`config.mk`:
```
export PLATFORM = sky130hd
export DESIGN_NAME = api_frame_receiver
export DESIGN_NICKNAME = d
export VERILOG_FILES = /design/src/rtl/afr_pkg.sv /design/src/rtl/afr_step.sv /design/src/rtl/api_frame_receiver.sv
export SDC_FILE = /design/constraint.sdc
export NUM_CORES = 1
export LEC_CHECK = 0
export ABC_AREA = 1
export BUFFER_PORTS_ARGS = -buffer_cell sky130_fd_sc_hd__buf_4
export CAP_MARGIN = 30
export CORE_UTILIZATION = 35
export CTS_BUF_LIST = sky130_fd_sc_hd__clkbuf_4 sky130_fd_sc_hd__clkbuf_8
export CTS_CLUSTER_SIZE = 28
export DETAILED_ROUTE_END_ITERATION = 8
export SYNTH_ARGS = -nofsm -noshare
export SYNTH_HDL_FRONTEND = slang
export SYNTH_SLANG_ARGS = --single-unit
```
`constraint.sdc`:
```
create_clock -name aclk -period 3.1 [get_ports aclk]
set_input_delay 0.31 -clock aclk [delete_from_list [all_inputs] [get_ports aclk]]
set_output_delay 0.31 -clock aclk [all_outputs]
set_load 0.05 [all_outputs]
```
`src/rtl/afr_pkg.sv`:
```
`timescale 1ns / 1ps
`default_nettype none
// ----------------------------------------------------------------------------
// afr_pkg
// shared types and codes for the api frame receiver
// ----------------------------------------------------------------------------
package afr_pkg;

    // frame phase codes
    localparam logic [2:0] PH_WAIT    = 3'd0;
    localparam logic [2:0] PH_LEN_HI  = 3'd1;
    localparam logic [2:0] PH_LEN_LO  = 3'd2;
    localparam logic [2:0] PH_PAYLOAD = 3'd3;
    localparam logic [2:0] PH_CHECK   = 3'd4;

    // event codes carried on m_tuser
    localparam logic [2:0] EV_NONE  = 3'd0;
    localparam logic [2:0] EV_BYTE  = 3'd1;
    localparam logic [2:0] EV_GOOD  = 3'd2;
    localparam logic [2:0] EV_BAD   = 3'd3;
    localparam logic [2:0] EV_ABORT = 3'd4;

    localparam logic [7:0] GOOD_SUM = 8'hFF;

    // register indexes
    localparam logic REG_START_DELIM = 1'b0;
    localparam logic REG_MAX_LENGTH  = 1'b1;

    localparam logic [7:0]  START_DELIM_RESET = 8'h7E;
    localparam logic [15:0] MAX_LENGTH_RESET  = 16'd128;

    typedef struct packed {
        logic [2:0]  phase;
        logic [15:0] length;
        logic [15:0] byte_count;
        logic [7:0]  running_sum;
    } afr_state_t;

    typedef struct packed {
        logic [7:0]  start_delimiter;
        logic [15:0] max_length;
    } afr_cfg_t;

    typedef struct packed {
        logic [2:0]  event_res;
        logic [7:0]  payload_byte;
        logic [15:0] payload_index;
        logic [15:0] frame_length;
    } afr_result_t;

endpackage
`default_nettype wire

```
`src/rtl/afr_step.sv`:
```
`timescale 1ns / 1ps
`default_nettype none
// ----------------------------------------------------------------------------
// afr_step
// per-byte frame tracking: next state and result for one received byte
// ----------------------------------------------------------------------------
module afr_step
    import afr_pkg::*;
(
    input  wire afr_state_t  cur_state,
    input  wire afr_cfg_t    cfg,
    input  wire [7:0]        rx_byte,
    output afr_state_t       nxt_state,
    output afr_result_t      result
);

    logic [2:0]  ph;
    logic [15:0] full_len;
    logic [15:0] count_inc;
    logic [7:0]  sum_inc;

    assign ph        = (cur_state.phase <= PH_CHECK) ? cur_state.phase : PH_WAIT;
    assign full_len  = {cur_state.length[15:8], rx_byte};
    assign count_inc = cur_state.byte_count + 16'd1;
    assign sum_inc   = cur_state.running_sum + rx_byte;

    always_comb begin
        nxt_state = cur_state;
        result    = '0;
        if (ph != PH_WAIT && rx_byte == cfg.start_delimiter) begin
            // delimiter inside a frame: abort and reopen
            result.event_res    = EV_ABORT;
            result.frame_length = cur_state.length;
            nxt_state           = '0;
            nxt_state.phase     = PH_LEN_HI;
        end else begin
            case (ph)
                PH_LEN_HI: begin
                    nxt_state.length = {rx_byte, 8'h00};
                    nxt_state.phase  = PH_LEN_LO;
                end
                PH_LEN_LO: begin
                    nxt_state.length = (full_len > cfg.max_length) ? cfg.max_length
                                                                   : full_len;
                    nxt_state.phase  = PH_PAYLOAD;
                end
                PH_PAYLOAD: begin
                    result.event_res     = EV_BYTE;
                    result.payload_byte  = rx_byte;
                    result.payload_index = cur_state.byte_count;
                    result.frame_length  = cur_state.length;
                    nxt_state.byte_count = count_inc;
                    nxt_state.running_sum = sum_inc;
                    // zero length still takes one byte (counter wrap also ends it)
                    if (count_inc >= cur_state.length || count_inc == 16'd0) begin
                        nxt_state.phase = PH_CHECK;
                    end
                end
                PH_CHECK: begin
                    nxt_state.running_sum = sum_inc;
                    result.event_res      = (sum_inc == GOOD_SUM) ? EV_GOOD : EV_BAD;
                    result.frame_length   = cur_state.length;
                    nxt_state.phase       = PH_WAIT;
                end
                default: begin
                    nxt_state.phase = PH_WAIT;
                    if (rx_byte == cfg.start_delimiter) begin
                        nxt_state       = '0;
                        nxt_state.phase = PH_LEN_HI;
                    end
                end
            endcase
        end
    end

endmodule
`default_nettype wire

```
`src/rtl/api_frame_receiver.sv`:
```
`timescale 1ns / 1ps
`default_nettype none
// ----------------------------------------------------------------------------
// api_frame_receiver
// serial api frame tracker: delimiter, length, payload and checksum
// ----------------------------------------------------------------------------
// usage
//   s_ channel: one received serial byte per beat in s_tdata[7:0]
//   m_ channel: exactly one result beat for every input beat, in order;
//     m_tuser carries the event code (none, payload byte, frame good,
//     checksum bad, frame aborted), m_tdata the payload byte, its index and
//     the clamped frame length
//   apb port: start delimiter at 0x0, max length at 0x4, pready tied high;
//     write only while the stream is idle
//   timing: the result beat is registered and presented in the cycle after its input beat
//   throughput: one byte per cycle while the result stream does not stall;
//     the frame state and the result register are both updated at the
//     accepting edge by a single pass of add, compare and select logic
//   stall: s_tready follows the output register; while a result waits and
//     m_tready is low no new byte is taken, and a waiting result is replaced
//     in the same cycle it is taken
//   reset: synchronous active-low aresetn clears the frame state to waiting
//     for start, empties the output register and restores the registers to
//     delimiter 0x7E and max length 128
// ----------------------------------------------------------------------------
module api_frame_receiver
    import afr_pkg::*;
(
    input  wire         aclk,
    input  wire         aresetn,

    // input stream
    input  wire         s_tvalid,
    output logic        s_tready,
    input  wire [7:0]   s_tdata,     // [7:0] rx_byte

    // result stream
    output logic        m_tvalid,
    input  wire         m_tready,
    output logic [39:0] m_tdata,     // [7:0] payload_byte, [23:8] payload_index,
                                     // [39:24] frame_length
    output logic [2:0]  m_tuser,     // [2:0] event_res

    // configuration
    input  wire         psel,
    input  wire         penable,
    input  wire         pwrite,
    input  wire [2:0]   paddr,
    input  wire [31:0]  pwdata,
    output logic [31:0] prdata,
    output logic        pready
);

    afr_state_t  state_reg;
    afr_state_t  state_next;
    afr_cfg_t    cfg_reg;
    afr_result_t result_next;
    afr_result_t result_reg;
    logic        valid_reg;
    logic        in_beat;
    logic        cfg_wr;

    assign pready   = 1'b1;
    assign cfg_wr   = psel && penable && pwrite;
    assign in_beat  = s_tvalid && s_tready;

    // room when the output register is empty or being emptied this cycle
    assign s_tready = !valid_reg || m_tready;

    // register file, word aligned; paddr[2] selects the register
    always_ff @(posedge aclk) begin
        if (!aresetn) begin
            cfg_reg.start_delimiter <= START_DELIM_RESET;
            cfg_reg.max_length      <= MAX_LENGTH_RESET;
        end else if (cfg_wr) begin
            case (paddr[2])
                REG_START_DELIM: cfg_reg.start_delimiter <= pwdata[7:0];
                REG_MAX_LENGTH:  cfg_reg.max_length      <= pwdata[15:0];
                default: begin
                end
            endcase
        end
    end

    always_comb begin
        case (paddr[2])
            REG_START_DELIM: prdata = {24'd0, cfg_reg.start_delimiter};
            REG_MAX_LENGTH:  prdata = {16'd0, cfg_reg.max_length};
            default:         prdata = 32'd0;
        endcase
    end

    // per-byte frame logic
    afr_step u_step (
        .cur_state (state_reg),
        .cfg       (cfg_reg),
        .rx_byte   (s_tdata),
        .nxt_state (state_next),
        .result    (result_next)
    );

    // frame state advances on every accepted beat
    always_ff @(posedge aclk) begin
        if (!aresetn) begin
            state_reg <= '0;
        end else if (in_beat) begin
            state_reg <= state_next;
        end
    end

    // output register
    always_ff @(posedge aclk) begin
        if (!aresetn) begin
            valid_reg <= 1'b0;
        end else if (in_beat) begin
            valid_reg <= 1'b1;
        end else if (m_tready) begin
            valid_reg <= 1'b0;
        end
    end

    always_ff @(posedge aclk) begin
        if (in_beat) begin
            result_reg <= result_next;
        end
    end

    assign m_tvalid = valid_reg;
    assign m_tuser  = result_reg.event_res;
    assign m_tdata  = {result_reg.frame_length, result_reg.payload_index,
                       result_reg.payload_byte};

endmodule
`default_nettype wire

```
======== Yosys cells after proc, flatten, opt, wreduce, memory -nomap -nowiden ========
Index checks and enable logic that the tools add are counted.
storage, ports and cells
  bits of input ports ..................... 50
  bits in registers ....................... 111
  output and inout bits ................... 78
operators by class
  reductions and logical operators ........ 24
  $lt $le $gt $ge ......................... 3
  muxes and demuxes ....................... 16
  add/subtract/negate cells ............... 2
  bitwise gates (word level) .............. 2
  equal/unequal tests ..................... 11
operators with widths
  operator                                                                count
  32-bit case mux with 2 select lines                                     1
  16-bit two-way mux                                                      3
  16-bit case mux with 3 select lines                                     1
  43-bit two-way mux                                                      1
  41-bit two-way mux                                                      1
  16-bit case mux with 2 select lines                                     1
  16-bit by 1-bit adder with 16-bit output (second input constant)        1
  16-bit greater-or-equal comparator                                      1
  16-bit greater-than comparator                                          1
  16-bit zero test                                                        1
  8-bit case mux with 2 select lines                                      1
  3-bit case mux with 4 select lines                                      1
  3-bit AND reduction                                                     3
  3-bit nonzero test                                                      3
  8-bit adder                                                             1
  8-bit equality test                                                     1
  8-bit equality test (second input constant)                             1
  3-bit by 2-bit equality test with 1-bit output (second input constant)  2
  3-bit two-way mux                                                       2
  2-bit by 1-bit != test with 1-bit output (second input constant)        3
  3-bit by 1-bit != test with 1-bit output (second input constant)        2
  3-bit case mux with 2 select lines                                      1
  2-bit AND reduction                                                     3
  2-bit OR reduction                                                      3
  12 further kinds                                                        19

======== Logic depth before layout (Yosys ltp) ========
  depth after elaboration ................. 6
  depth in mapped cells ................... 19
  gate-level depth less buffers ........... 19

======== Modules after synthesis ========
A second synthesis with hierarchy kept.
second synthesis, totals
  cells, all modules ...................... 1057
  area, all modules ....................... 7338.3 um^2
modules (own cells, without submodules)
  module              seq. area each (um^2)  instances  cells each  area an instance (um^2)
  api_frame_receiver  2652.5                 1          439         4161.5
  afr_step            0.0                    1          618         3176.8

======== Worst setup path before layout ========
No wires, ideal clock.
  path type ............................... register to register
  start ................................... reg valid_reg, in the netlist m_tvalid
  end ..................................... reg state_reg[13] in the netlist's numbering
  data arrival time ....................... 2.372 ns
  data required time ...................... 3.014 ns
  path buffers ............................ 1
  stages on the path, launching flop included .. 8
  setup slack ............................. 0.642 ns
  path through ............................ dfxtp_1 nand2_1 nand2_1 clkinv_4 o21ai_4 buf_4 a21oi_1 a211oi_1
between the ends
  word-level cells in the longest chain between the ends .. 4
RTL lines
  item                           RTL line                   text
  from (decl)                    api_frame_receiver.sv:59   logic valid_reg;
  from (signal assigned)         api_frame_receiver.sv:114  valid_reg <= 1'b0;
  from (signal assigned)         api_frame_receiver.sv:116  valid_reg <= 1'b1;
  from (signal assigned)         api_frame_receiver.sv:118  valid_reg <= 1'b0;
  1-bit zero test                api_frame_receiver.sv:68   assign s_tready = !valid_reg || m_tready;
  1-bit logical OR               api_frame_receiver.sv:68
  named net s_tready             api_frame_receiver.sv:34   output logic s_tready,
  1-bit logical AND              api_frame_receiver.sv:65   assign in_beat = s_tvalid && s_tready;
  named net in_beat              api_frame_receiver.sv:60   logic in_beat;
  3-bit AND reduction (no line)  --
  to (signal assigned)           api_frame_receiver.sv:107  state_reg <= state_next;
  to (decl)                      api_frame_receiver.sv:54   afr_state_t state_reg;
The timed path passes the listed nets, and every way through them passes these cells.
A chain may end at the register's enable or synchronous reset.

======== Final worst setup path ========
  start ................................... reg state_reg[8] in the netlist's numbering
  end ..................................... reg state_reg[41] in the netlist's numbering
between the ends
  word-level cells in the longest chain between the ends .. 5
  elaborated cells between the ends (all ways) .. 6
RTL lines
  item                                                                           RTL line        text
  16-bit by 1-bit adder with 16-bit output *                                     afr_step.sv:24  assign count_inc = cur_state.byte_count + 16'd1;
  16-bit greater-or-equal comparator / 16-bit zero test (equally long branches)  afr_step.sv:55  if (count_inc >= cur_state.length || count_inc == 16'd0) begin
  1-bit logical OR *                                                             afr_step.sv:55
  3-bit by 1-bit != test with 1-bit output (no line) *                           --
  2-bit AND reduction (no line) *                                                --
Mark *: on every way between the ends. The rest lies on a longest branch, timed or not.

==> run summary <==
After synthesis, the cell types taking the most area are dfxtp_1 21%, edfxtp_1 20%, nand2_1 9.8%, ha_1 8.0%, a21oi_1 6.9%. The row count came out at 49. The starting density of the core came out at 0.357. The detailed placement HPWL is 11.9 mm.

Measured along the x axis, the die boundary spans 137 microns. The worst setup path is captured at a flop. The number of port buffers is 92. Of the post-synthesis cell area, the dominant cell type holds 0.212.

In this run the static leakage power is 0.00335 uW. The number of antenna diodes is 0. The clock latency on the worst-skew pair is 410 ps.

The upper clock frequency limit is 399 MHz. The netlist uses 40 different library cells. The synthesized design contains 43 enable-type register cells. In the layout the commonest cells are 167 x nand2_1, 116 x inv_1, 96 x buf_4, 88 x a21oi_1. The power per unit of standard cell area is 422 nW/um^2. STA classifies the critical path startpoint as a flop.

The initial antenna violation count came out at 0. The slew at the pin with the worst max-slew slack is 838 ps. The area of the multi-input gates came out at 3100 sq um. For this run, the register share of the synthesized area comes to 0.414.

The full die area is 18900 sq um. Averaged over all synthesized cells, the footprint is 7.81 sq um. The congestion estimate from routability-driven global placement came to 0.857. The number of buffers added by the clock tree synthesis step is 9.

The number of buffers on the longest clock path came out at 2. In this run the remaining antenna-violating nets after routing total 0. The synthesized cell area is 6410 sq um. The ratio of cells with drive above 1 in the final layout came out at 0.186. The endpoint required time on the critical path is 3400 ps. In this run the register-to-register setup slack is 590 ps. Setup repair after global routing left no endpoint under its margin.

The origin of the worst setup path is state_reg[8]$_SDFFE_PN0P_. The depth of the CTS H-tree is 3. The count of synthesis-stage warnings from yosys came out at 0.

The critical path is of the flop to flop type. The total overflow left after global routing is 0. The period utilization came out at 0.809. The floorplan die height is 137 microns. The number of cells on the worst reg-to-reg path is 15.

The count of routing violations after the opening detailed-route iteration came out at 268. The sum of negative setup slack came out at 0 ps. The final critical path time including I/O delays and setup came out at 2510 ps. 128 I/O pins were placed.

The post-synthesis sequential element count is 111. The layout has 1893 filler cells. For the worst setup path, the data arrival time is 2810 ps.

The number of clock sinks seen by CTS is 111. The number of nets in the final layout came out at 995. The number of hold violations in the final report came to 0. The run finished with clean final reports.

The instance count of the mapped netlist came out at 821. The worst register-to-register path begins at state_reg[8]$_SDFFE_PN0P_. The maximum number of pins on one net before global-route repair came out at 34. Headroom to the max-slew limit came out at 0.441. The tightest min-delay check is of the primary input to flop type. The average vias per placed instance is 4.76. The maximum ir drop on the vdd rail is 0.218 mV.

Setup violations remaining at the end of the flow were counted as 0. The post-layout utilization of the core is 0.415. Wires add up to 15.8 mm.

Max-cap violations in this run came to 0. The startpoint identified for the worst hold timing path is pwdata[1]. The final count of pins violating max slew came out at 0. The detailed-route DRC error count is 0. The clock input transition at the sequential cells of the worst setup and hold paths is 130 ps. For this run, the leading register cell type out of synthesis is dfxtp_1. The endpoint identified for the worst register-to-register timing path is state_reg[41]$_SDFFE_PN0P_.

The first global-routing pass estimated 25.7 mm of wire. The buffer count from post-CTS setup fixing is 0. Leaving out fill and tap cells, the most frequent cell in the layout is nand2_1.

The cell type with the largest total area after synthesis is dfxtp_1. The length of the first detailed-routing pass in iterations came out at 4. The via count of the first global-routing pass is 5112.

The core box area is 18000 sq um. The tree is rooted in a clkbuf_8. The area added between synthesis and finish came out at 16.2%. The number of hold-repair buffers added at the cts stage came out at 0.

The final worst clock skew is 20.6 ps. The register with the most flip-flops in the layout has 43 of them. The global routing usage summed across all routing layers came out at 0.178. TritonCTS built the clock tree. The peak fanout along the critical path came out at 9.

The share of synthesized registers carrying an async set or reset is 0. The number of gates resized after CTS was 0. The sequential cell area in the final layout came out at 2650 sq um. The final route contains 5412 vias. After detailed routing, the average wire length per cell comes to 13.9 microns. The most critical setup path has its endpoint at state_reg[41]$_SDFFE_PN0P_.
==> worst max-delay path, cell delays in order (launching register included) <==
cell and delay (ps):
dfxtp_1 430, ha_1 230, nand3_2 140, nor2_4 220, nand4_1 120, nand2_1 100, inv_1 60, ha_1 260
nand2_1 90, a21oi_1 50, nor3b_1 180, nand3_1 90, a21oi_1 150, nand2_2 100, a21oi_1 130, nor2_1 60
==> worst min-delay path by stage <==
stage / slack (ps) / to / depth (start not counted)
5_1_grt: 130 / cfg_reg[17]$_SDFFE_PN1P_ / 3
3_5_place_dp: 460 / state_reg[26]$_SDFFE_PN0P_ / 2
3_3_place_gp: 450 / state_reg[31]$_SDFFE_PN0P_ / 2
2_1_floorplan: 440 / cfg_reg[17]$_SDFFE_PN1P_ / 2
6_report: 110 / cfg_reg[17]$_SDFFE_PN1P_ / 3
4_1_cts: 90 / cfg_reg[17]$_SDFFE_PN1P_ / 3
==> routing by layer <==
metal,up-vias,wire length (microns),track usage
met2,150,7020,0.285
met1,2426,7590,0.239
met3,19,935,0.0276
li1,2817,-,-
met4,0,267,0.0708
met5,-,0,0
==> cells in the mapped netlist (3+ instances only) <==
cell type and count:
nor2_1 68, xor2_1 7, xnor2_1 3, inv_2 7
nand2_1 167, buf_1 3, a21oi_1 88, buf_4 18
dfxtp_1 68, clkbuf_1 14, nand2_2 11, buf_2 3
o21ai_0 44, ha_1 41, edfxtp_1 43, a21oi_4 3
nand3_1 28, nor2_2 17, nand4_1 28, inv_1 116
a211oi_2 6, buf_6 3, a211oi_1 11
==> area by class of cell <==
type | count | share of cell area
timing repair buffer | 97 | 0.0995
tap | 229 | 0.0385
multi-input combinational | 560 | 0.416
clock buffer | 9 | 0.0166
inverter | 124 | 0.0632
sequential | 111 | 0.356
clock inverter | 7 | 0.0103
==> cell families after synthesis <==
group | Yosys count | share of synthesized area
DFF | 111 | 0.414
buffers and inverters | 165 | 0.112
adders and majority gates | 42 | 0.0832
AOI/OAI and AO/OA | 160 | 0.145
and+or+nand+nor | 331 | 0.231
xor gates and xnor gates | 10 | 0.0137
other | 2 | 0.00117
==> stage by stage <==
step | std cells | cell area, sq um | hold slack, ps | setup slack (ps) | power [uW]
finish | 1137 | 7450 | 110 | 593 | 3140
global route | 1137 | 7450 | 132 | 239 | 3290
CTS | 1137 | 7450 | 94.4 | 586 | 3170
detailed placement | 1121 | 7250 | 457 | 622 | 2240
global placement | 1121 | 7250 | 455 | 642 | 2240
floorplan | 836 | 6470 | 436 | 642 | 2080
==> report_power, final <==
| group | leakage [uW] | switching [uW] | internal [uW] | total [uW] |
|---|---|---|---|---|
| sequential | 0.000987 | 25.0 | 1570 | 1590 |
| clock | 0.000105 | 553 | 384 | 937 |
| combinational | 0.00226 | 448 | 168 | 617 |
No activity file was read; power rests on OpenSTA's default activity.
